`config.mk`:
```
export PLATFORM = sky130hd
export DESIGN_NAME = rational_arithmetic_unit
export DESIGN_NICKNAME = d
export VERILOG_FILES = /design/src/rtl/rau_pkg.sv /design/src/rtl/rau_divider.sv /design/src/rtl/rational_arithmetic_unit.sv
export SDC_FILE = /design/constraint.sdc
export NUM_CORES = 2
export LEC_CHECK = 0
export ABC_AREA = 1
export BUFFER_PORTS_ARGS = -buffer_cell sky130_fd_sc_hd__buf_2
export CAP_MARGIN = 5
export CORE_MARGIN = 1.5
export CORE_UTILIZATION = 29
export CTS_BUF_LIST = sky130_fd_sc_hd__clkbuf_8
export CTS_CLUSTER_SIZE = 14
export DETAILED_ROUTE_END_ITERATION = 8
export PLACE_DENSITY_LB_ADDON = 0.08
export SLEW_MARGIN = 20
export SYNTH_ARGS = -nofsm -noshare
export SYNTH_HDL_FRONTEND = slang
export SYNTH_SLANG_ARGS = --single-unit
```
`constraint.sdc`:
```
create_clock -name aclk -period 10.85 [get_ports aclk]
set_clock_uncertainty 0.2 [all_clocks]
set_input_delay 2.17 -clock aclk [delete_from_list [all_inputs] [get_ports aclk]]
set_output_delay 2.17 -clock aclk [all_outputs]
set_load 0.1 [all_outputs]
```
`src/rtl/rau_pkg.sv`:
```
// Package for the rational arithmetic unit: operation and status codes,
// shared widths and the divider command and response structs. No dependencies.
package rau_pkg;

    localparam int FRAC_WIDTH_DEF = 32;
    localparam int WIDE_W         = 64;
    localparam int CNT_W          = 7;

    typedef enum logic [2:0] {
        OP_ADD  = 3'd0,
        OP_SUB  = 3'd1,
        OP_MUL  = 3'd2,
        OP_DIV  = 3'd3,
        OP_LESS = 3'd4
    } op_t;

    typedef enum logic [1:0] {
        ST_OK       = 2'd0,
        ST_DIVZERO  = 2'd1,
        ST_OVERFLOW = 2'd2
    } status_t;

    // Divider command from the sequencer
    typedef struct packed {
        logic              start;
        logic [WIDE_W-1:0] dividend;
        logic [WIDE_W-1:0] divisor;
    } div_cmd_t;

    // Divider result back to the sequencer
    typedef struct packed {
        logic              done;
        logic [WIDE_W-1:0] quot;
        logic [WIDE_W-1:0] rem;
    } div_rsp_t;

endpackage

```
`src/rtl/rau_divider.sv`:
```
// Shared restoring divider, one quotient bit per cycle over 64-bit operands.
// Depends on rau_pkg.
module rau_divider
    import rau_pkg::*;
(
    input  logic     aclk,
    input  logic     aresetn,
    input  div_cmd_t cmd,
    output div_rsp_t rsp
);

    logic [WIDE_W-1:0] quot_reg, quot_next;
    logic [WIDE_W-1:0] rem_reg, rem_next;
    logic [WIDE_W-1:0] dsr_reg, dsr_next;
    logic [CNT_W-1:0]  cnt_reg, cnt_next;
    logic              busy_reg, busy_next;
    logic              done_reg, done_next;
    logic [WIDE_W:0]   trial;
    logic [WIDE_W:0]   diff;

    // Load operands on start, else shift one dividend bit into the remainder and try a subtract
    always_comb begin
        trial      = {rem_reg, quot_reg[WIDE_W-1]};
        diff       = trial - {1'b0, dsr_reg};
        quot_next  = quot_reg;
        rem_next   = rem_reg;
        dsr_next   = dsr_reg;
        cnt_next   = cnt_reg;
        busy_next  = busy_reg;
        done_next  = 1'b0;
        if (cmd.start) begin
            quot_next = cmd.dividend;
            rem_next  = '0;
            dsr_next  = cmd.divisor;
            cnt_next  = '0;
            busy_next = 1'b1;
        end else if (busy_reg) begin
            if (diff[WIDE_W]) begin
                rem_next = trial[WIDE_W-1:0];
                quot_next = {quot_reg[WIDE_W-2:0], 1'b0};
            end else begin
                rem_next = diff[WIDE_W-1:0];
                quot_next = {quot_reg[WIDE_W-2:0], 1'b1};
            end
            cnt_next = cnt_reg + 1'b1;
            if (cnt_reg == CNT_W'(WIDE_W - 1)) begin
                busy_next = 1'b0;
                done_next = 1'b1;
            end
        end
    end

    always_ff @(posedge aclk) begin
        quot_reg <= quot_next;
        rem_reg  <= rem_next;
        dsr_reg  <= dsr_next;
        cnt_reg  <= cnt_next;
        if (!aresetn) begin
            busy_reg <= 1'b0;
            done_reg <= 1'b0;
        end else begin
            busy_reg <= busy_next;
            done_reg <= done_next;
        end
    end

    assign rsp.done = done_reg;
    assign rsp.quot = quot_reg;
    assign rsp.rem  = rem_reg;

endmodule

```
`src/rtl/rational_arithmetic_unit.sv`:
```
// Rational arithmetic unit: add, subtract, multiply, divide and less-than on
// fractions with GCD reduction. An item is accepted only while the block is idle
// (s_ready high). One 32x32 multiplier forms the products in states S_MUL0,
// S_MUL1 and S_MUL2, and S_FORM then forms the numerator and denominator.
// Compares, zero results, undefined operations and divide-by-zero errors then go
// from S_FORM straight to the output. Every other item runs Euclid on the shared
// restoring divider. At least one Euclid step runs, and the number of steps grows
// with the operands, up to about 90 steps for 63-bit magnitudes. Two reduction
// divides then divide the numerator and denominator magnitudes by the GCD. A
// result holds in the output register until taken, and s_ready returns the
// cycle after that.
// Depends on rau_pkg and rau_divider.
module rational_arithmetic_unit
    import rau_pkg::*;
#(
    parameter int FRAC_WIDTH = FRAC_WIDTH_DEF
) (
    input  logic        aclk,
    input  logic        aresetn,
    input  logic        s_valid,
    output logic        s_ready,
    input  logic [2:0]  s_operation,
    input  logic signed [31:0] s_a_num,
    input  logic [30:0] s_a_den,
    input  logic signed [31:0] s_b_num,
    input  logic [30:0] s_b_den,
    output logic        m_valid,
    input  logic        m_ready,
    output logic signed [31:0] m_res_num,
    output logic [30:0] m_res_den,
    output logic        m_is_less,
    output logic [1:0]  m_status
);

    typedef enum logic [9:0] {
        S_IDLE  = 10'b0000000001,
        S_MUL0  = 10'b0000000010,
        S_MUL1  = 10'b0000000100,
        S_MUL2  = 10'b0000001000,
        S_FORM  = 10'b0000010000,
        S_GCD   = 10'b0000100000,
        S_GWAIT = 10'b0001000000,
        S_NWAIT = 10'b0010000000,
        S_DWAIT = 10'b0100000000,
        S_OUT   = 10'b1000000000
    } state_t;

    localparam logic [WIDE_W-1:0] LIM = WIDE_W'(1) << (FRAC_WIDTH - 1);

    state_t state_reg, state_next;
    logic [2:0]  op_reg;
    logic signed [31:0] an_reg, bn_reg;
    logic [30:0] ad_reg, bd_reg;
    logic signed [WIDE_W-1:0] p0_reg, p1_reg, p2_reg;
    logic [WIDE_W-1:0] x_reg, y_reg, mn_reg, md_reg;
    logic neg_reg;
    logic signed [31:0] rnum_reg;
    logic [30:0] rden_reg;
    logic less_reg;
    logic [1:0] st_reg;
    div_cmd_t cmd;
    div_rsp_t rsp;
    logic signed [WIDE_W-1:0] num_w;
    logic [WIDE_W-1:0] num_mag, den_mag;
    logic early_w;
    logic ovf_w;
    logic signed [31:0] mul_a, mul_b;
    logic signed [WIDE_W-1:0] mul_p;

    rau_divider u_div (.aclk(aclk), .aresetn(aresetn), .cmd(cmd), .rsp(rsp));

    assign s_ready   = (state_reg == S_IDLE);
    assign m_valid   = (state_reg == S_OUT);
    assign m_res_num = rnum_reg;
    assign m_res_den = rden_reg;
    assign m_is_less = less_reg;
    assign m_status  = st_reg;

    // One 32x32 signed product per cycle
    always_comb begin
        mul_a = an_reg;
        mul_b = signed'({1'b0, bd_reg});
        if (state_reg == S_MUL1) begin
            mul_a = bn_reg;
            mul_b = signed'({1'b0, ad_reg});
        end else if (state_reg == S_MUL2) begin
            mul_a = signed'({1'b0, ad_reg});
            mul_b = (op_reg == OP_DIV) ? bn_reg : signed'({1'b0, bd_reg});
        end else if (op_reg == OP_MUL) begin
            mul_b = bn_reg;
        end
        mul_p = WIDE_W'(mul_a) * WIDE_W'(mul_b);
    end

    // Pick numerator from the products, form magnitudes, early-exit and overflow flags; the denominator is always p2
    always_comb begin
        unique case (op_reg)
            OP_ADD:  num_w = p0_reg + p1_reg;
            OP_SUB:  num_w = p0_reg - p1_reg;
            default: num_w = p0_reg;
        endcase
        num_mag = num_w[WIDE_W-1] ? WIDE_W'(-num_w) : WIDE_W'(num_w);
        den_mag = p2_reg[WIDE_W-1] ? WIDE_W'(-p2_reg) : WIDE_W'(p2_reg);
        early_w = (op_reg > OP_LESS) || (ad_reg == '0) || (bd_reg == '0)
                  || (op_reg == OP_LESS) || (op_reg == OP_DIV && bn_reg == '0)
                  || (num_w == '0);
        ovf_w   = (rsp.quot >= LIM) || (neg_reg ? (mn_reg > LIM) : (mn_reg >= LIM));
    end

    // Drive divider command: Euclid step, then numerator and denominator reduction
    always_comb begin
        cmd.start    = 1'b0;
        cmd.dividend = x_reg;
        cmd.divisor  = y_reg;
        if (state_reg == S_GCD) begin
            cmd.start = 1'b1;
            if (y_reg == '0) begin
                cmd.dividend = mn_reg;
                cmd.divisor  = x_reg;
            end
        end else if (state_reg == S_NWAIT) begin
            cmd.start    = rsp.done;
            cmd.dividend = md_reg;
            cmd.divisor  = x_reg;
        end
    end

    // Sequencer
    always_comb begin
        state_next = state_reg;
        unique case (state_reg)
            S_IDLE:  if (s_valid) state_next = S_MUL0;
            S_MUL0:  state_next = S_MUL1;
            S_MUL1:  state_next = S_MUL2;
            S_MUL2:  state_next = S_FORM;
            S_FORM:  state_next = early_w ? S_OUT : S_GCD;
            S_GCD:   state_next = (y_reg == '0) ? S_NWAIT : S_GWAIT;
            S_GWAIT: if (rsp.done) state_next = S_GCD;
            S_NWAIT: if (rsp.done) state_next = S_DWAIT;
            S_DWAIT: if (rsp.done) state_next = S_OUT;
            S_OUT:   if (m_ready) state_next = S_IDLE;
            default: state_next = S_IDLE;
        endcase
    end

    always_ff @(posedge aclk) begin
        if (!aresetn) begin
            state_reg <= S_IDLE;
        end else begin
            state_reg <= state_next;
        end
    end

    // Datapath registers
    always_ff @(posedge aclk) begin
        // Capture the item
        if (state_reg == S_IDLE && s_valid) begin
            op_reg <= s_operation;
            an_reg <= s_a_num;
            bn_reg <= s_b_num;
            ad_reg <= s_a_den;
            bd_reg <= s_b_den;
        end
        if (state_reg == S_MUL0) p0_reg <= mul_p;
        if (state_reg == S_MUL1) p1_reg <= mul_p;
        if (state_reg == S_MUL2) p2_reg <= mul_p;
        // Settle special cases and seed Euclid with the magnitudes
        if (state_reg == S_FORM) begin
            neg_reg  <= num_w[WIDE_W-1] != p2_reg[WIDE_W-1];
            mn_reg   <= num_mag;
            md_reg   <= den_mag;
            x_reg    <= num_mag;
            y_reg    <= den_mag;
            less_reg <= 1'b0;
            rnum_reg <= '0;
            rden_reg <= 31'd1;
            st_reg   <= ST_OK;
            if (op_reg <= OP_LESS) begin
                if (ad_reg == '0 || bd_reg == '0) begin
                    st_reg <= ST_DIVZERO;
                end else if (op_reg == OP_LESS) begin
                    less_reg <= (p0_reg < p1_reg);
                end else if (op_reg == OP_DIV && bn_reg == '0) begin
                    st_reg <= ST_DIVZERO;
                end
            end
        end
        // Advance Euclid
        if (state_reg == S_GWAIT && rsp.done) begin
            x_reg <= y_reg;
            y_reg <= rsp.rem;
        end
        if (state_reg == S_NWAIT && rsp.done) begin
            mn_reg <= rsp.quot;
        end
        // Check range and load the result
        if (state_reg == S_DWAIT && rsp.done) begin
            if (ovf_w) begin
                st_reg <= ST_OVERFLOW;
            end else begin
                rnum_reg <= neg_reg ? 32'(-mn_reg) : 32'(mn_reg);
                rden_reg <= 31'(rsp.quot);
            end
        end
    end

endmodule

```
==> run_results.csv <==
group,metric,value,unit
grt,grt_pass1_vias,83370,
critical_path,worstSetupPathType,"flop to flop",
logic_synthesis,synthesis.nets,13110,
timing,finalMaxSlewViolations,0,
critical_path,required,11.22,ns
hold_path,hold_path_class,"flop to flop",
grt,antenna_found_initial,12,
job,cap_violations,0,
route,drt-initial-drc-count,5919,
route,postRouteAntennaNets,0,
route,post_drt_wl_per_cell,25.16,um
clock_network,cts.sinks,855,
grt,grt_usage,25.44,%
logic_synthesis,async_reset_ff_share,0,%
timing,slew_headroom,26.29,%
logic_synthesis,synth_warnings,0,
critical_path,reg2reg_slack,0.42,ns
timing,fin_crit_sh,96.09,%
timing,finalWorstSetupSlack,0.4243,ns
placement,dp_slack,-0.09544,ns
clock_network,cts_root_buf,"clkbuf_8",
clock_network,clk_latency,0.94,ns
die,fp.dieW,563.3,um
critical_path,start_kind,"flop",
die,initial_core_util,29.16,%
grt,grt_overflow,0,
logic_synthesis,syn_inst,11510,
placement,portBuffers,200,
timing,setup_viol,0,
logic_synthesis,yosys.cell_types.count,66,
critical_path,r2r-start,"state_reg[7]$_SDFFE_PN0P_",
route,vias,78350,
timing,max_freq,95.92,MHz
clock_network,clk_pin_slew,0.06,ns
clock_network,htree_levels,4,
final_layout,final_nets,13400,
logic_synthesis,synth_flop_cell,"edfxtp_1",
placement,gp_congestion,0.9793,
die,core,0.3122,mm2
critical_path,critPathMaxFanout,14,
placement,post-dp-hpwl,338.9,mm
die,dieArea,0.3173,mm2
logic_synthesis,syn_avg_cell_area,7.910,um2
final_layout,syn2layout_area_growth,11.86,%
timing,hold_viol,0,
timing,tightest_slew,1.100,ns
final_layout,drive_above_1_share,7.930,%
route,avgViaCountPerCell,4.869,
critical_path,crit_arrival,10.80,ns
critical_path,worstReg2RegEnd,"p2_reg[59]$_DFFE_PP_",
logic_synthesis,synth-seq-area-share,26.57,%
logic_synthesis,synth_area,0.09104,mm2
route,drc,0,
timing,min_period,10.43,ns
grt,grt_pass1_wl,584.1,mm
route,totalWireLength,404.8,mm
logic_synthesis,ys_ff_latch,855,
die,io_pins,201,
clock_network,cts_buffers,173,
critical_path,crit_path_max_incr_delay,0.61,ns
critical_path,cpMaxStageDelayCell,"a221oi_1",
timing,rsz0062_at_grt,"no",
critical_path,cp_common_cell,"fa_1",
critical_path,crit_path_start,"state_reg[7]$_SDFFE_PN0P_",
route,drt_pass1_iterations,6,
grt,grt_max_degree,121,
status,outcome,"completed",
critical_path,endpoint,"p2_reg[59]$_DFFE_PP_",
critical_path,reg2reg_depth,34,
logic_synthesis,synth_edf_count,707,
clock_network,clock_path_buffers,4,
die,row_count,205,
critical_path,end_kind,"flop",
clock_network,cts_tree,"yes",
final_layout,nFillCells,33550,
die,die_height,563.3,um
worst min path at each step:
stage,from,to,slack [ns],depth (start not counted)
after floorplan,u_div.rem_reg[40]$_SDFFE_PN0P_,u_div.rem_reg[40]$_SDFFE_PN0P_,0.25,2
after global placement,m_status[1]$_DFF_P_,m_status[1]$_DFF_P_,0.24,2
after detailed placement,m_res_num[4]$_DFF_P_,m_res_num[4]$_DFF_P_,0.27,2
after CTS,m_res_den[26]$_DFF_P_,m_res_den[26]$_DFF_P_,0.28,2
after global routing,u_div.rem_reg[61]$_SDFFE_PN0P_,u_div.rem_reg[61]$_SDFFE_PN0P_,0.30,2
final,u_div.rem_reg[61]$_SDFFE_PN0P_,u_div.rem_reg[61]$_SDFFE_PN0P_,0.27,2
routing by layer:
metal  track usage [%]  wire [um]  vias up
met2             44.85     198100     2076
met3             2.201      14820      634
met4             12.19      22290        0
li1                  -          -    36430
met1             31.20     169600    39200
met5                 0          0        -
critical path, delay by kind of cell, from the launching register on:
kind / cells / cell delay (ns)
adders and majority gates: 9 / 4.38
AOI/OAI and AO/OA: 5 / 1.61
buffers and inverters: 11 / 1.36
and+or+nand+nor: 6 / 1.27
muxes: 2 / 0.57
DFF: 1 / 0.36
xor gates and xnor gates: 1 / 0.29
logic make-up (layout without fill, tap and decap cells):
group	after synthesis	after routing	synth area share, %
buffers and inverters	2700	3132	11.35
AOI/OAI and AO/OA	1390	1390	8.487
xor gates and xnor gates	272	272	2.617
and+or+nand+nor	4802	4802	21.61
other	0	8	0
adders and majority gates	1464	1464	29.07
DFF	855	855	26.57
muxes	27	27	0.2982
synthesized netlist by cell type, types with 7 or more instances:
library cell	count	share of area [%]
a2111oi_0	41	0.39
a211oi_1	26	0.21
a21boi_0	8	0.066
a21oi_1	613	3.4
a21oi_2	11	0.11
a221oi_1	7	0.067
a31oi_1	62	0.43
buf_1	15	0.062
buf_2	98	0.54
buf_4	15	0.12
clkbuf_1	251	1.0
clkinv_1	29	0.12
dfxtp_1	148	3.3
edfxtp_1	707	23
fa_1	1085	24
ha_1	379	5.2
inv_1	2255	9.3
inv_2	30	0.12
mux2i_1	26	0.29
nand2_1	2547	11
nand2_2	28	0.19
nand3_1	437	2.4
nand3_2	21	0.23
nand3b_1	9	0.074
nand4_1	88	0.60
nor2_1	1430	5.9
nor2_2	24	0.16
nor2_4	9	0.11
nor3_1	91	0.50
nor3_2	7	0.077
nor4_1	78	0.54
o211ai_1	51	0.42
o21a_1	18	0.15
o21ai_0	446	2.5
o21ai_1	39	0.21
o21bai_1	34	0.28
o31ai_1	7	0.058
or2_2	7	0.048
xnor2_1	108	1.0
xor2_1	164	1.6
what timing repair did:
action	in CTS	in global routing
pin swaps	0	0
setup buffers	0	9
endpoints found under the setup margin	3	39
hold buffers	0	0
resized for setup	1	8
through the flow:
stage                     hold WS [ns]  util [%]  TNS [ns]  std cells  area, um2
after global placement          0.2421     31.47         0      15760      98240
after CTS                       0.2796     32.58         0      16070     101700
after floorplan                 0.2488         -         0      11510      91040
final                           0.2713     32.62         0      16090     101800
after detailed placement        0.2660     31.48   -0.2854      15760      98280
after global routing            0.2986     32.62         0      16080     101800
area by class of cell:
| cell class | instances | area [um2] | share of cell area, % |
|---|---|---|---|
| Clock buffer | 184 | 2532 | 2.487 |
| Tap cell | 4140 | 5180 | 5.087 |
| Timing Repair Buffer | 506 | 3567 | 3.503 |
| Multi-Input combinational cell | 7955 | 56760 | 55.74 |
| Inverter | 2314 | 8693 | 8.537 |
| Sequential cell | 855 | 24190 | 23.76 |
| Clock inverter | 128 | 884.6 | 0.8687 |
| Antenna cell | 8 | 20.02 | 0.01966 |
layout by cell type, fill, tap and decap left out, types with 22 or more instances in the layout:
cell       netlist  final
a2111oi_0       41     41
a211oi_1        26     26
a21oi_1        613    597
a21oi_2         11     27
a31oi_1         62     62
buf_2           98    200
buf_4           15    283
clkbuf_8         0    184
clkinv_1        29     54
clkinv_2         0     25
dfxtp_1        148    148
edfxtp_1       707    707
fa_1          1085   1084
ha_1           379    379
inv_1         2255   2301
inv_2           30     34
mux2i_1         26     26
nand2_1       2547   2539
nand2_2         28     31
nand3_1        437    434
nand3_2         21     22
nand4_1         88     88
nor2_1        1430   1427
nor2_2          24     24
nor3_1          91     87
nor4_1          78     77
o211ai_1        51     51
o21ai_0        446    440
o21ai_1         39     36
o21bai_1        34     34
xnor2_1        108    108
xor2_1         164    162
Power is left out: the tool's default activity adds up to more than one toggle a clock period on the data nets, which glitch-free logic cannot reach.
